==> config.mk <==
export PLATFORM = sky130hd
export DESIGN_NAME = arrival_order_departure_gate_core
export DESIGN_NICKNAME = d
export VERILOG_FILES = /design/src/sv/aodg_pkg.sv /design/src/sv/aodg_ram.sv /design/src/sv/aodg_dpath.sv /design/src/sv/aodg_ctrl.sv /design/src/sv/arrival_order_departure_gate_core.sv
export SDC_FILE = /design/constraint.sdc
export NUM_CORES = 1
export LEC_CHECK = 0
export ABC_CLOCK_PERIOD_IN_PS = 3800
export BUFFER_PORTS_ARGS = -buffer_cell sky130_fd_sc_hd__buf_2
export CORE_ASPECT_RATIO = 1.25
export CORE_MARGIN = 2
export CORE_UTILIZATION = 30
export CTS_BUF_LIST = sky130_fd_sc_hd__clkbuf_4 sky130_fd_sc_hd__clkbuf_8 sky130_fd_sc_hd__clkbuf_16
export CTS_CLUSTER_SIZE = 12
export DETAILED_ROUTE_END_ITERATION = 7
export PLACE_DENSITY = 0.48
export REMOVE_ABC_BUFFERS = 1
export SETUP_SLACK_MARGIN = 0.1
export SYNTH_ARGS = -nofsm -noshare
export SYNTH_HDL_FRONTEND = slang
export SYNTH_SLANG_ARGS = --single-unit
==> constraint.sdc <==
create_clock -name clock -period 3.8 [get_ports clock]
set_clock_uncertainty 0.15 [all_clocks]
set_input_delay 0.38 -clock clock [delete_from_list [all_inputs] [get_ports clock]]
set_output_delay 0.38 -clock clock [all_outputs]
set_load 0.005 [all_outputs]
==> src/sv/aodg_pkg.sv <==
// shared types and constants of the arrival order departure gate
package aodg_pkg;

   localparam int VID_BITS       = 16;
   localparam int POS_BITS       = 4;
   localparam int OCC_BITS       = 5;
   localparam int MIN_OCC_BITS   = 5;
   localparam int CSR_INDEX_BITS = 8;
   localparam int CSR_DATA_BITS  = 8;

   localparam logic [CSR_INDEX_BITS-1:0] REG_MIN_OCCUPANCY = 8'd0;
   localparam logic [CSR_INDEX_BITS-1:0] REG_FIFO_MODE     = 8'd1;

   typedef enum logic [1:0] {
      CMD_ARRIVE = 2'd0,
      CMD_DEPART = 2'd1,
      CMD_QUERY  = 2'd2,
      CMD_CLEAR  = 2'd3
   } cmd_type;

   typedef struct packed {
      logic load;
      logic search_step;
      logic shift_step;
      logic finish;
   } dp_cmd_type;

   typedef struct packed {
      logic search_done;
      logic match;
      logic shift_done;
      logic is_depart;
      logic out_free;
   } dp_status_type;

endpackage

==> src/sv/aodg_ram.sv <==
// generic single write port ram with registered read
module aodg_ram #(
   parameter int WIDTH = 16,
   parameter int DEPTH = 16
) (
   input  logic                     clock,
   input  logic                     wr_en,
   input  logic [$clog2(DEPTH)-1:0] wr_addr,
   input  logic [WIDTH-1:0]         wr_data,
   input  logic [$clog2(DEPTH)-1:0] rd_addr,
   output logic [WIDTH-1:0]         rd_data
);

   logic [WIDTH-1:0] mem_ff [DEPTH];
   logic [WIDTH-1:0] rd_data_ff;

   always_ff @(posedge clock) begin
      if (wr_en) begin
         mem_ff[wr_addr] <= wr_data;
      end
      rd_data_ff <= mem_ff[rd_addr];
   end

   assign rd_data = rd_data_ff;

endmodule

==> src/sv/aodg_dpath.sv <==
// datapath: id list memory, scan and compaction pointers, config and result registers
module aodg_dpath #(
   parameter int DEPTH   = 16,
   parameter int ID_BITS = 16
) (
   input  logic                                 clock,
   input  logic                                 reset,
   input  aodg_pkg::dp_cmd_type                 dp_cmd,
   output aodg_pkg::dp_status_type              dp_status,
   input  aodg_pkg::cmd_type                    req_command,
   input  logic [aodg_pkg::VID_BITS-1:0]        req_vehicle_id,
   input  logic                                 csr_valid,
   output logic                                 csr_ready,
   input  logic [aodg_pkg::CSR_INDEX_BITS-1:0]  csr_index,
   input  logic [aodg_pkg::CSR_DATA_BITS-1:0]   csr_wdata,
   output logic                                 rsp_valid,
   input  logic                                 rsp_ready,
   output logic                                 rsp_allowed,
   output logic                                 rsp_found,
   output logic [aodg_pkg::POS_BITS-1:0]        rsp_position,
   output logic [aodg_pkg::OCC_BITS-1:0]        rsp_occupancy,
   output logic                                 rsp_dropped
);
   import aodg_pkg::*;

   localparam int AW   = $clog2(DEPTH);
   localparam int CW   = $clog2(DEPTH + 1);
   localparam int CMPW = (CW > MIN_OCC_BITS) ? CW : MIN_OCC_BITS;

   cmd_type                  cmd_ff, cmd_in;
   logic [ID_BITS-1:0]       vid_ff, vid_in;
   logic [CW-1:0]            count_ff, count_in;
   logic [CW-1:0]            issue_ff, issue_in;
   logic                     pend_ff, pend_in;
   logic [AW-1:0]            pidx_ff, pidx_in;
   logic                     hit_ff, hit_in;
   logic [AW-1:0]            pos_ff, pos_in;
   logic [MIN_OCC_BITS-1:0]  min_occ_ff;
   logic                     fifo_ff;

   logic                     rsp_valid_ff, rsp_valid_in;
   logic                     allowed_ff, allowed_in;
   logic                     found_ff, found_in;
   logic [POS_BITS-1:0]      position_ff, position_in;
   logic [OCC_BITS-1:0]      occupancy_ff, occupancy_in;
   logic                     dropped_ff, dropped_in;

   logic                     wr_en;
   logic [AW-1:0]            wr_addr;
   logic [ID_BITS-1:0]       wr_data;
   logic [ID_BITS-1:0]       rd_data;
   logic                     match;
   logic                     more;
   logic                     full;
   logic                     enough;

   aodg_ram #(
      .WIDTH (ID_BITS),
      .DEPTH (DEPTH)
   ) u_ram (
      .clock   (clock),
      .wr_en   (wr_en),
      .wr_addr (wr_addr),
      .wr_data (wr_data),
      .rd_addr (issue_ff[AW-1:0]),
      .rd_data (rd_data)
   );

   assign match  = pend_ff && (rd_data == vid_ff);
   assign more   = issue_ff < count_ff;
   assign full   = count_ff == CW'(DEPTH);
   assign enough = CMPW'(count_ff) >= CMPW'(min_occ_ff);

   always_comb begin
      cmd_in       = cmd_ff;
      vid_in       = vid_ff;
      count_in     = count_ff;
      issue_in     = issue_ff;
      pend_in      = pend_ff;
      pidx_in      = pidx_ff;
      hit_in       = hit_ff;
      pos_in       = pos_ff;
      wr_en        = 1'b0;
      wr_addr      = pidx_ff - AW'(1);
      wr_data      = rd_data;
      allowed_in   = allowed_ff;
      found_in     = found_ff;
      position_in  = position_ff;
      occupancy_in = occupancy_ff;
      dropped_in   = dropped_ff;
      rsp_valid_in = rsp_valid_ff && !rsp_ready;

      if (dp_cmd.load) begin
         cmd_in   = req_command;
         vid_in   = ID_BITS'(req_vehicle_id);
         issue_in = '0;
         pend_in  = 1'b0;
         hit_in   = 1'b0;
         pos_in   = '0;
      end

      if (dp_cmd.search_step) begin
         if (match) begin
            hit_in   = 1'b1;
            pos_in   = pidx_ff;
            // compaction starts reading just after the hit
            issue_in = CW'(pidx_ff) + CW'(1);
            pend_in  = 1'b0;
         end else if (more) begin
            pend_in  = 1'b1;
            pidx_in  = issue_ff[AW-1:0];
            issue_in = issue_ff + CW'(1);
         end else begin
            pend_in  = 1'b0;
         end
      end

      if (dp_cmd.shift_step) begin
         // entry read last cycle moves down one slot
         wr_en = pend_ff;
         if (more) begin
            pend_in  = 1'b1;
            pidx_in  = issue_ff[AW-1:0];
            issue_in = issue_ff + CW'(1);
         end else begin
            pend_in  = 1'b0;
         end
      end

      if (dp_cmd.finish) begin
         allowed_in   = 1'b0;
         dropped_in   = 1'b0;
         found_in     = hit_ff;
         position_in  = hit_ff ? POS_BITS'(pos_ff) : '0;
         unique case (cmd_ff)
            CMD_ARRIVE: begin
               if (vid_ff != '0 && !hit_ff) begin
                  if (full) begin
                     dropped_in = 1'b1;
                  end else begin
                     wr_en    = 1'b1;
                     wr_addr  = count_ff[AW-1:0];
                     wr_data  = vid_ff;
                     count_in = count_ff + CW'(1);
                  end
               end
            end
            CMD_DEPART: begin
               if (hit_ff) begin
                  count_in = count_ff - CW'(1);
               end
            end
            CMD_QUERY: begin
               allowed_in = (min_occ_ff == '0) ||
                            (hit_ff && enough && (!fifo_ff || pos_ff == '0));
            end
            CMD_CLEAR: begin
               count_in = '0;
            end
            default: begin
            end
         endcase
         occupancy_in = OCC_BITS'(count_in);
         rsp_valid_in = 1'b1;
      end
   end

   always_ff @(posedge clock) begin
      if (reset) begin
         count_ff     <= '0;
         pend_ff      <= 1'b0;
         min_occ_ff   <= '0;
         fifo_ff      <= 1'b0;
         rsp_valid_ff <= 1'b0;
      end else begin
         count_ff     <= count_in;
         pend_ff      <= pend_in;
         rsp_valid_ff <= rsp_valid_in;
         if (csr_valid) begin
            unique case (csr_index)
               REG_MIN_OCCUPANCY: min_occ_ff <= csr_wdata[MIN_OCC_BITS-1:0];
               REG_FIFO_MODE:     fifo_ff    <= csr_wdata[0];
               default: begin
               end
            endcase
         end
      end
   end

   always_ff @(posedge clock) begin
      cmd_ff       <= cmd_in;
      vid_ff       <= vid_in;
      issue_ff     <= issue_in;
      pidx_ff      <= pidx_in;
      hit_ff       <= hit_in;
      pos_ff       <= pos_in;
      allowed_ff   <= allowed_in;
      found_ff     <= found_in;
      position_ff  <= position_in;
      occupancy_ff <= occupancy_in;
      dropped_ff   <= dropped_in;
   end

   assign dp_status.search_done = match || !more;
   assign dp_status.match       = match;
   assign dp_status.shift_done  = !more;
   assign dp_status.is_depart   = cmd_ff == CMD_DEPART;
   assign dp_status.out_free    = !rsp_valid_ff || rsp_ready;

   assign csr_ready     = 1'b1;
   assign rsp_valid     = rsp_valid_ff;
   assign rsp_allowed   = allowed_ff;
   assign rsp_found     = found_ff;
   assign rsp_position  = position_ff;
   assign rsp_occupancy = occupancy_ff;
   assign rsp_dropped   = dropped_ff;

endmodule

==> src/sv/aodg_ctrl.sv <==
// controller: sequences accept, list scan, compaction and result load
module aodg_ctrl (
   input  logic                    clock,
   input  logic                    reset,
   input  logic                    req_valid,
   output logic                    req_ready,
   output aodg_pkg::dp_cmd_type    dp_cmd,
   input  aodg_pkg::dp_status_type dp_status
);
   import aodg_pkg::*;

   typedef enum logic [3:0] {
      ST_IDLE   = 4'b0001,
      ST_SEARCH = 4'b0010,
      ST_SHIFT  = 4'b0100,
      ST_FINISH = 4'b1000
   } state_type;

   state_type state_ff, state_in;

   always_comb begin
      state_in           = state_ff;
      dp_cmd.load        = 1'b0;
      dp_cmd.search_step = 1'b0;
      dp_cmd.shift_step  = 1'b0;
      dp_cmd.finish      = 1'b0;
      req_ready          = 1'b0;
      unique case (state_ff)
         ST_IDLE: begin
            req_ready   = 1'b1;
            dp_cmd.load = req_valid;
            if (req_valid) begin
               state_in = ST_SEARCH;
            end
         end
         ST_SEARCH: begin
            dp_cmd.search_step = 1'b1;
            if (dp_status.search_done) begin
               if (dp_status.match && dp_status.is_depart) begin
                  state_in = ST_SHIFT;
               end else begin
                  state_in = ST_FINISH;
               end
            end
         end
         ST_SHIFT: begin
            dp_cmd.shift_step = 1'b1;
            if (dp_status.shift_done) begin
               state_in = ST_FINISH;
            end
         end
         ST_FINISH: begin
            // wait for the result register to free up
            dp_cmd.finish = dp_status.out_free;
            if (dp_status.out_free) begin
               state_in = ST_IDLE;
            end
         end
         default: begin
            state_in = ST_IDLE;
         end
      endcase
   end

   always_ff @(posedge clock) begin
      if (reset) begin
         state_ff <= ST_IDLE;
      end else begin
         state_ff <= state_in;
      end
   end

endmodule

==> src/sv/arrival_order_departure_gate_core.sv <==
// arrival order departure gate: one command beat in, one result beat out, per item
// steps: accept, scan of the list, on a depart hit compaction of the entries above the hit,
//   then load of the result
// items go through one at a time
// reset (synchronous, active high) empties the list and zeroes min_occupancy and fifo_mode
// list ram contents are not cleared; only entries below the count are ever read
module arrival_order_departure_gate_core #(
   parameter int DEPTH   = 16,
   parameter int ID_BITS = 16
) (
   input  logic                                 clock,
   input  logic                                 reset,
   // command beats
   input  logic                                 req_valid,
   output logic                                 req_ready,
   input  aodg_pkg::cmd_type                    req_command,
   input  logic [aodg_pkg::VID_BITS-1:0]        req_vehicle_id,
   // config writes
   input  logic                                 csr_valid,
   output logic                                 csr_ready,
   input  logic [aodg_pkg::CSR_INDEX_BITS-1:0]  csr_index,
   input  logic [aodg_pkg::CSR_DATA_BITS-1:0]   csr_wdata,
   // result beats
   output logic                                 rsp_valid,
   input  logic                                 rsp_ready,
   output logic                                 rsp_allowed,
   output logic                                 rsp_found,
   output logic [aodg_pkg::POS_BITS-1:0]        rsp_position,
   output logic [aodg_pkg::OCC_BITS-1:0]        rsp_occupancy,
   output logic                                 rsp_dropped
);
   import aodg_pkg::*;

   // command and status between controller and datapath
   dp_cmd_type    dp_cmd;
   dp_status_type dp_status;

   // controller: idle, scan, compact, finish
   aodg_ctrl u_ctrl (
      .clock     (clock),
      .reset     (reset),
      .req_valid (req_valid),
      .req_ready (req_ready),
      .dp_cmd    (dp_cmd),
      .dp_status (dp_status)
   );

   // datapath: list ram, pointers, config registers and result register
   // the result register lets a new command beat in while a result still waits
   aodg_dpath #(
      .DEPTH   (DEPTH),
      .ID_BITS (ID_BITS)
   ) u_dpath (
      .clock          (clock),
      .reset          (reset),
      .dp_cmd         (dp_cmd),
      .dp_status      (dp_status),
      .req_command    (req_command),
      .req_vehicle_id (req_vehicle_id),
      .csr_valid      (csr_valid),
      .csr_ready      (csr_ready),
      .csr_index      (csr_index),
      .csr_wdata      (csr_wdata),
      .rsp_valid      (rsp_valid),
      .rsp_ready      (rsp_ready),
      .rsp_allowed    (rsp_allowed),
      .rsp_found      (rsp_found),
      .rsp_position   (rsp_position),
      .rsp_occupancy  (rsp_occupancy),
      .rsp_dropped    (rsp_dropped)
   );

endmodule

After elaboration in Yosys (flattened, before gate mapping)
Memories as Yosys holds them, arrays and structs flattened. A register that Yosys moved wholly into a read port is not among the register bits.
Cells that the tools add are included.
Storage, ports and cells
  register bits after elaboration: 61
  latch bits: 0
  memory bits (writable): 256
  ROM bits: 0
  input bits: 39
  output and inout bits: 15
  word-level logic and storage cells: 118
  memories: 1
Memory list
  u_dpath.u_ram.mem_ff: words 16, width 16, read ports 1, clocked after Yosys merged registers in 1, wr ports 1, RTL line aodg_ram.sv:14  | logic [WIDTH-1:0] mem_ff [DEPTH];
Cells by class
  $add $sub $neg: 5
  multipliers: 0
  div/mod/pow operators: 0
  magnitude comparators: 2
  equal/unequal tests: 14
  shift operators: 0
  multiplexer cells: 54
  bitwise gates (word level): 0
  reduce and logical (&&, ||, !) cells: 25
Operators with widths (count)
  4-bit two-way mux: 17
  16-bit two-way mux: 4
  5-bit two-way mux: 9
  1-bit two-way mux: 22
  16-bit == test: 1
  4-bit case mux with 4 select lines: 1
  16-bit nonzero test: 1
  5-bit case mux with 3 select lines: 1
  5-bit by 1-bit adder with 5-bit output (second input constant): 2
  8-bit by 1-bit == test with 1-bit output (second input constant): 1
  8-bit logical NOT: 1
  1-bit logical AND: 6
  2-bit != test (second input constant): 3
  2-bit AND reduction: 3
  4-bit by 1-bit adder with 5-bit output (second input constant): 1
  5-bit == test (second input constant): 1
  5-bit >= comparator: 1
  1-bit logical NOT: 5
  5-bit logical NOT: 1
  5-bit less-than comparator: 1
  5-bit by 1-bit subtractor with 5-bit output (second input constant): 1
  2-bit == test (second input constant): 2
  4-bit by 1-bit == test with 1-bit output (second input constant): 1
  4-bit by 2-bit == test with 1-bit output (second input constant): 1
  other kinds (10): 13

Depth between registers and ports, before layout
  depth in word-level cells: 9
  gate-level depth with buffers: 9
  gate-level depth less buffers: 8

Hierarchy
Synthesis repeated with hierarchy kept, for this count alone.
Unflattened totals
  cells, all modules: 792
  area total of the unflattened synthesis: 13629.3 um^2
Modules (own cells, without submodules)
  aodg_ram: instances 1, cells an instance 432, area each 10042.1 um^2, seq. area each 8007.7 um^2
  aodg_dpath: instances 1, cells an instance 331, area each 3331.9 um^2, seq. area each 1441.4 um^2
  aodg_ctrl: instances 1, cells an instance 29, area each 255.2 um^2, seq. area each 80.1 um^2

Least setup slack after synthesis
No wires, ideal clock.
  kind: register to register
  start: reg u_ctrl.state_ff[1]
  end: mem u_dpath.u_ram.mem_ff[11][0] (enable)
  library setup time: 0.388 ns
  arrival time: 2.359 ns
  data required time: 3.262 ns
  slack: 0.903 ns
  cell stages (with the launch flop): 9
  buffers on the path: 1
  clock period less this slack: 2.897 ns
  path through: dfxtp_1 nor4b_1 nand2_1 inv_2 nand4_4 buf_2 nor3_2 a21oi_1 nor2_1
On the way
  cells in the longest elaborated chain, start to end: 9
  elaborated cells on any way between the ends: 12
RTL lines
  start, declared: RTL line aodg_ctrl.sv:19  | state_type state_ff, state_in;
  start signal, assigned: RTL line aodg_ctrl.sv:69  | state_ff <= state_in;
  4-bit by 3-bit == test with 1-bit output: RTL line aodg_ctrl.sv:28  | unique case (state_ff)
  1-bit two-way mux: RTL line aodg_ctrl.sv:28
  1-bit two-way mux: RTL line aodg_dpath.sv:118  | if (dp_cmd.shift_step) begin
  1-bit two-way mux: RTL line aodg_dpath.sv:138  | if (full) begin
  1-bit two-way mux: RTL line aodg_dpath.sv:137  | if (vid_ff != '0 && !hit_ff) begin
  1-bit two-way mux: RTL line aodg_dpath.sv:135  | unique case (cmd_ff)
  1-bit two-way mux: RTL line aodg_dpath.sv:130  | if (dp_cmd.finish) begin
  1-bit two-way mux: RTL line aodg_ram.sv:18  | if (wr_en) begin
  1-bit two-way mux (not written as such): RTL line aodg_ram.sv:19  | mem_ff[wr_addr] <= wr_data;
  end, declared: RTL line aodg_ram.sv:14
Several ways; a longest one is shown, not always the timed one.

Final worst setup path
  start: reg u_dpath.count_ff[0]
  end: mem u_dpath.u_ram.mem_ff[14][0] (enable)
On the way
  cells in the longest elaborated chain, start to end: 7
  elaborated cells on any way between the ends: 11
RTL lines
  start, declared: RTL line aodg_dpath.sv:32  | logic [CW-1:0] count_ff, count_in;
  start signal, assigned: RTL line aodg_dpath.sv:176  | count_ff <= count_in;
  5-bit == test: RTL line aodg_dpath.sv:71  | assign full = count_ff == CW'(DEPTH);
  1-bit two-way mux: RTL line aodg_dpath.sv:138
  1-bit two-way mux: RTL line aodg_dpath.sv:137
  1-bit two-way mux: RTL line aodg_dpath.sv:135
  1-bit two-way mux: RTL line aodg_dpath.sv:130
  1-bit two-way mux: RTL line aodg_ram.sv:18
  1-bit two-way mux (not written as such): RTL line aodg_ram.sv:19
Several ways; a longest one is shown, not always the timed one.

==> results.tsv <==
stage	metric	value	unit
placed_design	dp_hpwl	19200	um
synth	synth_cell_types	65	
power	p_per_area	503	nW/um2
placed_design	place_area	14700	um2
critical_path	endpoint_kind	flop	
synth	yosysWarnings	0	
sta	setup_viol	0	
power	p_leak	5.26	nW
sta	tns	0	ns
global_routing	antenna_found_initial	0	
synth	synth_top_cell_by_area	edfxtp_1	
route	num_vias	7234	
global_routing	grt_util_all_layers	13.8	%
cts	cts_tree	done	
placed_design	globalplace.congestion	0.760	
critical_path	crit_fanout	18	
synth	synth_area	13600	um2
sta	period_share	83.8	%
cts	clockBufferDepth	3	
placed_design	io_buffers	49	
synth	yosysSeqAreaShare	70.3	%
sta	rsz0062_at_grt	false	
synth	synthArstFlopShare	0	%
sta	maxSlewViolCount	0	
floorplan	start_util	30.2	%
floorplan	io_pins	54	
finish	syn2layout_area_growth	19.7	%
cts	clk_pin_slew	0.06	ns
synth	synth.most_common_cell	edfxtp_1	
sta	report.final.hold_viol_count	0	
power	vdd_ir_drop_max	443	uV
min_path	hp-class	in -> reg	
cts	cts_buffers	38	
critical_path	cp_data_arrival_time	3.24	ns
global_routing	grt.overflow.total	0	
critical_path	start_kind	flop	
global_routing	grt_pass1_vias	7480	
outcome	status	completed	
floorplan	die_w	194	um
critical_path	cp_data_required_time	3.85	ns
route	via_per_inst	4.91	
floorplan	dieHeight	242	um
placed_design	dp_cells	1382	
sta	hold_ws	0.0434	ns
sta	relSlewSlack	53.9	%
cts	clkSinkCount	333	
route	drtIter0Drc	487	
route	drt_wl_total	32100	um
floorplan	rows	87	
cts	cts_htree_levels	2	
synth	synth_cells	756	
job	drv_cap	0	
finish	stdcell_count	1474	
global_routing	grt_pass1_wl	48300	um
critical_path	critPathKind	reg -> reg	
floorplan	coreArea	44800	um2
cts	clkLatencyLatePin	0.54	ns
cts	cts-root-buf	clkbuf_16	
floorplan	die-area	46900	um2
cts	cts.repair.resized	0	
route	drc	0	
sta	max_freq	0.314	GHz
sta	fin_crit	3.19	ns
route	drtAntennaViolNets	0	
route	dr.pass1.iters	4	
route	avgRoutedWirePerCell	21.8	um
finish	fin_util	36.2	%
synth	yosys.area.top_type_share	63.4	%
finish	fin_nets	920	
synth	ys_seq_elements	333	
synth	netlist_top_cells_count	286 x edfxtp_1, 80 x mux4_2, 47 x dfxtp_1	
sta	worst_pin_slew	0.685	ns
finish	design_area	16200	um2
finish	drive_above_1_share	30.8	%
finish	antenna_cells	0	
global_routing	grt_start_max_net_pins	31	
synth	syn_avg_cell_area	17.9	um2
synth	synth-edff-count	286	
finish	fill_cells	4257	
synth	synthTopCellsByArea	edfxtp_1 63%, mux4_2 13%, dfxtp_1 6.9%, mux2_2 1.3%, ha_1 1.3%	
synth	ys.flop_type	edfxtp_1	
layout by cell type, fill, tap and decap left out, drive strengths merged, types with 4 or more instances in the layout:
master,n
edfxtp,286
buf,81
mux4,80
clkbuf,60
dfxtp,47
nand2,37
nor2,36
dlygate4sd3,23
o21ai,23
a21oi,21
xor2,17
mux2,16
inv,16
ha,14
nand3,11
nor3,11
nor4,10
xnor2,8
mux2i,8
nand2b,7
clkinv,7
and2,5
and3,5
nand4,5
nor2b,4
a221o,4
a211oi,4
o41ai,4
o32ai,4
nor4b,4
metrics by stage:
step	setup WS (ns)	power (mW)
CTS	0.622	8.26
global placement	0.678	4.43
detailed placement	0.635	4.43
floorplan	-0.399	4.30
global route	0.457	8.44
finish	0.614	8.16
final timing paths:
check / startpoint / endpoint / slack (ns) / cells past startpoint
hold / removal: csr_index[0] / u_dpath.fifo_ff$_SDFFE_PP0P_ / 0.04 / 4
hold reg to reg: u_dpath.pos_ff[0]$_DFF_P_ / u_dpath.pos_ff[0]$_DFF_P_ / 0.33 / 2
setup reg to reg: u_dpath.count_ff[0]$_SDFFE_PP0N_ / u_dpath.u_ram.mem_ff[14][0]$_DFFE_PP_ / 0.61 / 9
setup / recovery: u_dpath.count_ff[0]$_SDFFE_PP0N_ / u_dpath.u_ram.mem_ff[14][0]$_DFFE_PP_ / 0.61 / 9
critical path, cell delays in order, from the launching register on:
cell and delay, ns:
dfxtp_1 0.50, inv_1 0.24, ha_1 0.30, nand3_1 0.28, nand4_4 0.20, buf_4 0.28
mux2i_2 0.23, o2bb2ai_1 0.15, and3_1 0.17, buf_4 0.34
per-layer routing:
metal / vias up / GRT usage (%) / routed length, um / part of all wire, %
met4: 0 / 4.75 / 753 / 2.3
met2: 151 / 22.7 / 15500 / 48
met1: 3763 / 18.6 / 14600 / 45
li1: 3270 / - / - / -
met3: 50 / 2.33 / 1300 / 4.0
met5: - / 0 / 0 / 0
power breakdown:
group	internal (mW)	leakage [nW]	switching, mW
Combinational	0.127	1.61	0.190
Sequential	4.00	2.98	0.0500
Clock	2.36	0.670	1.43
Total	6.49	5.26	1.67
cells by family (layout without fill, tap and decap cells):
| family | after synthesis | after routing | share of synthesized area [%] |
|---|---|---|---|
| xor+xnor | 25 | 25 | 1.62 |
| simple gates | 146 | 146 | 5.72 |
| compound gates | 84 | 84 | 4.21 |
| buf+inv | 49 | 189 | 1.58 |
| other cells | 1 | 1 | 0.0277 |
| flops | 333 | 333 | 70.3 |
| mux | 104 | 104 | 15.2 |
| fa+ha+maj | 14 | 14 | 1.29 |
state kept, by name, summed over array words and instances, names as in the netlist, 2 cells and up:
name / flops
u_dpath.u_ram.mem_ff: 256
u_dpath.u_ram.rd_data: 16
u_dpath.vid_ff: 16
u_dpath.count_ff: 5
u_dpath.issue_ff: 5
u_dpath.min_occ_ff: 5
u_dpath.rsp_occupancy: 5
u_ctrl.state_ff: 4
u_dpath.pidx_ff: 4
u_dpath.pos_ff: 4
u_dpath.rsp_position: 4
u_dpath.cmd_ff: 2
timing repair:
action                                  4_1_cts  5_1_grt
endpoints found under the hold margin        24        0
buffers inserted                              0        0
hold buffers                                 23        0
endpoints found under the setup margin        0        0
layout make-up:
type                            count  area, um2  share of cell area, %
Clock buffer                       60       1230                   7.59
Clock inverter                      9        101                  0.624
Inverter                           16       60.1                  0.370
Multi-Input combinational cell    374       3850                   23.7
Sequential cell                   333       9540                   58.8
Tap cell                          578        723                   4.46
Timing Repair Buffer              104        728                   4.49
Power figures use the tool's default switching activity.
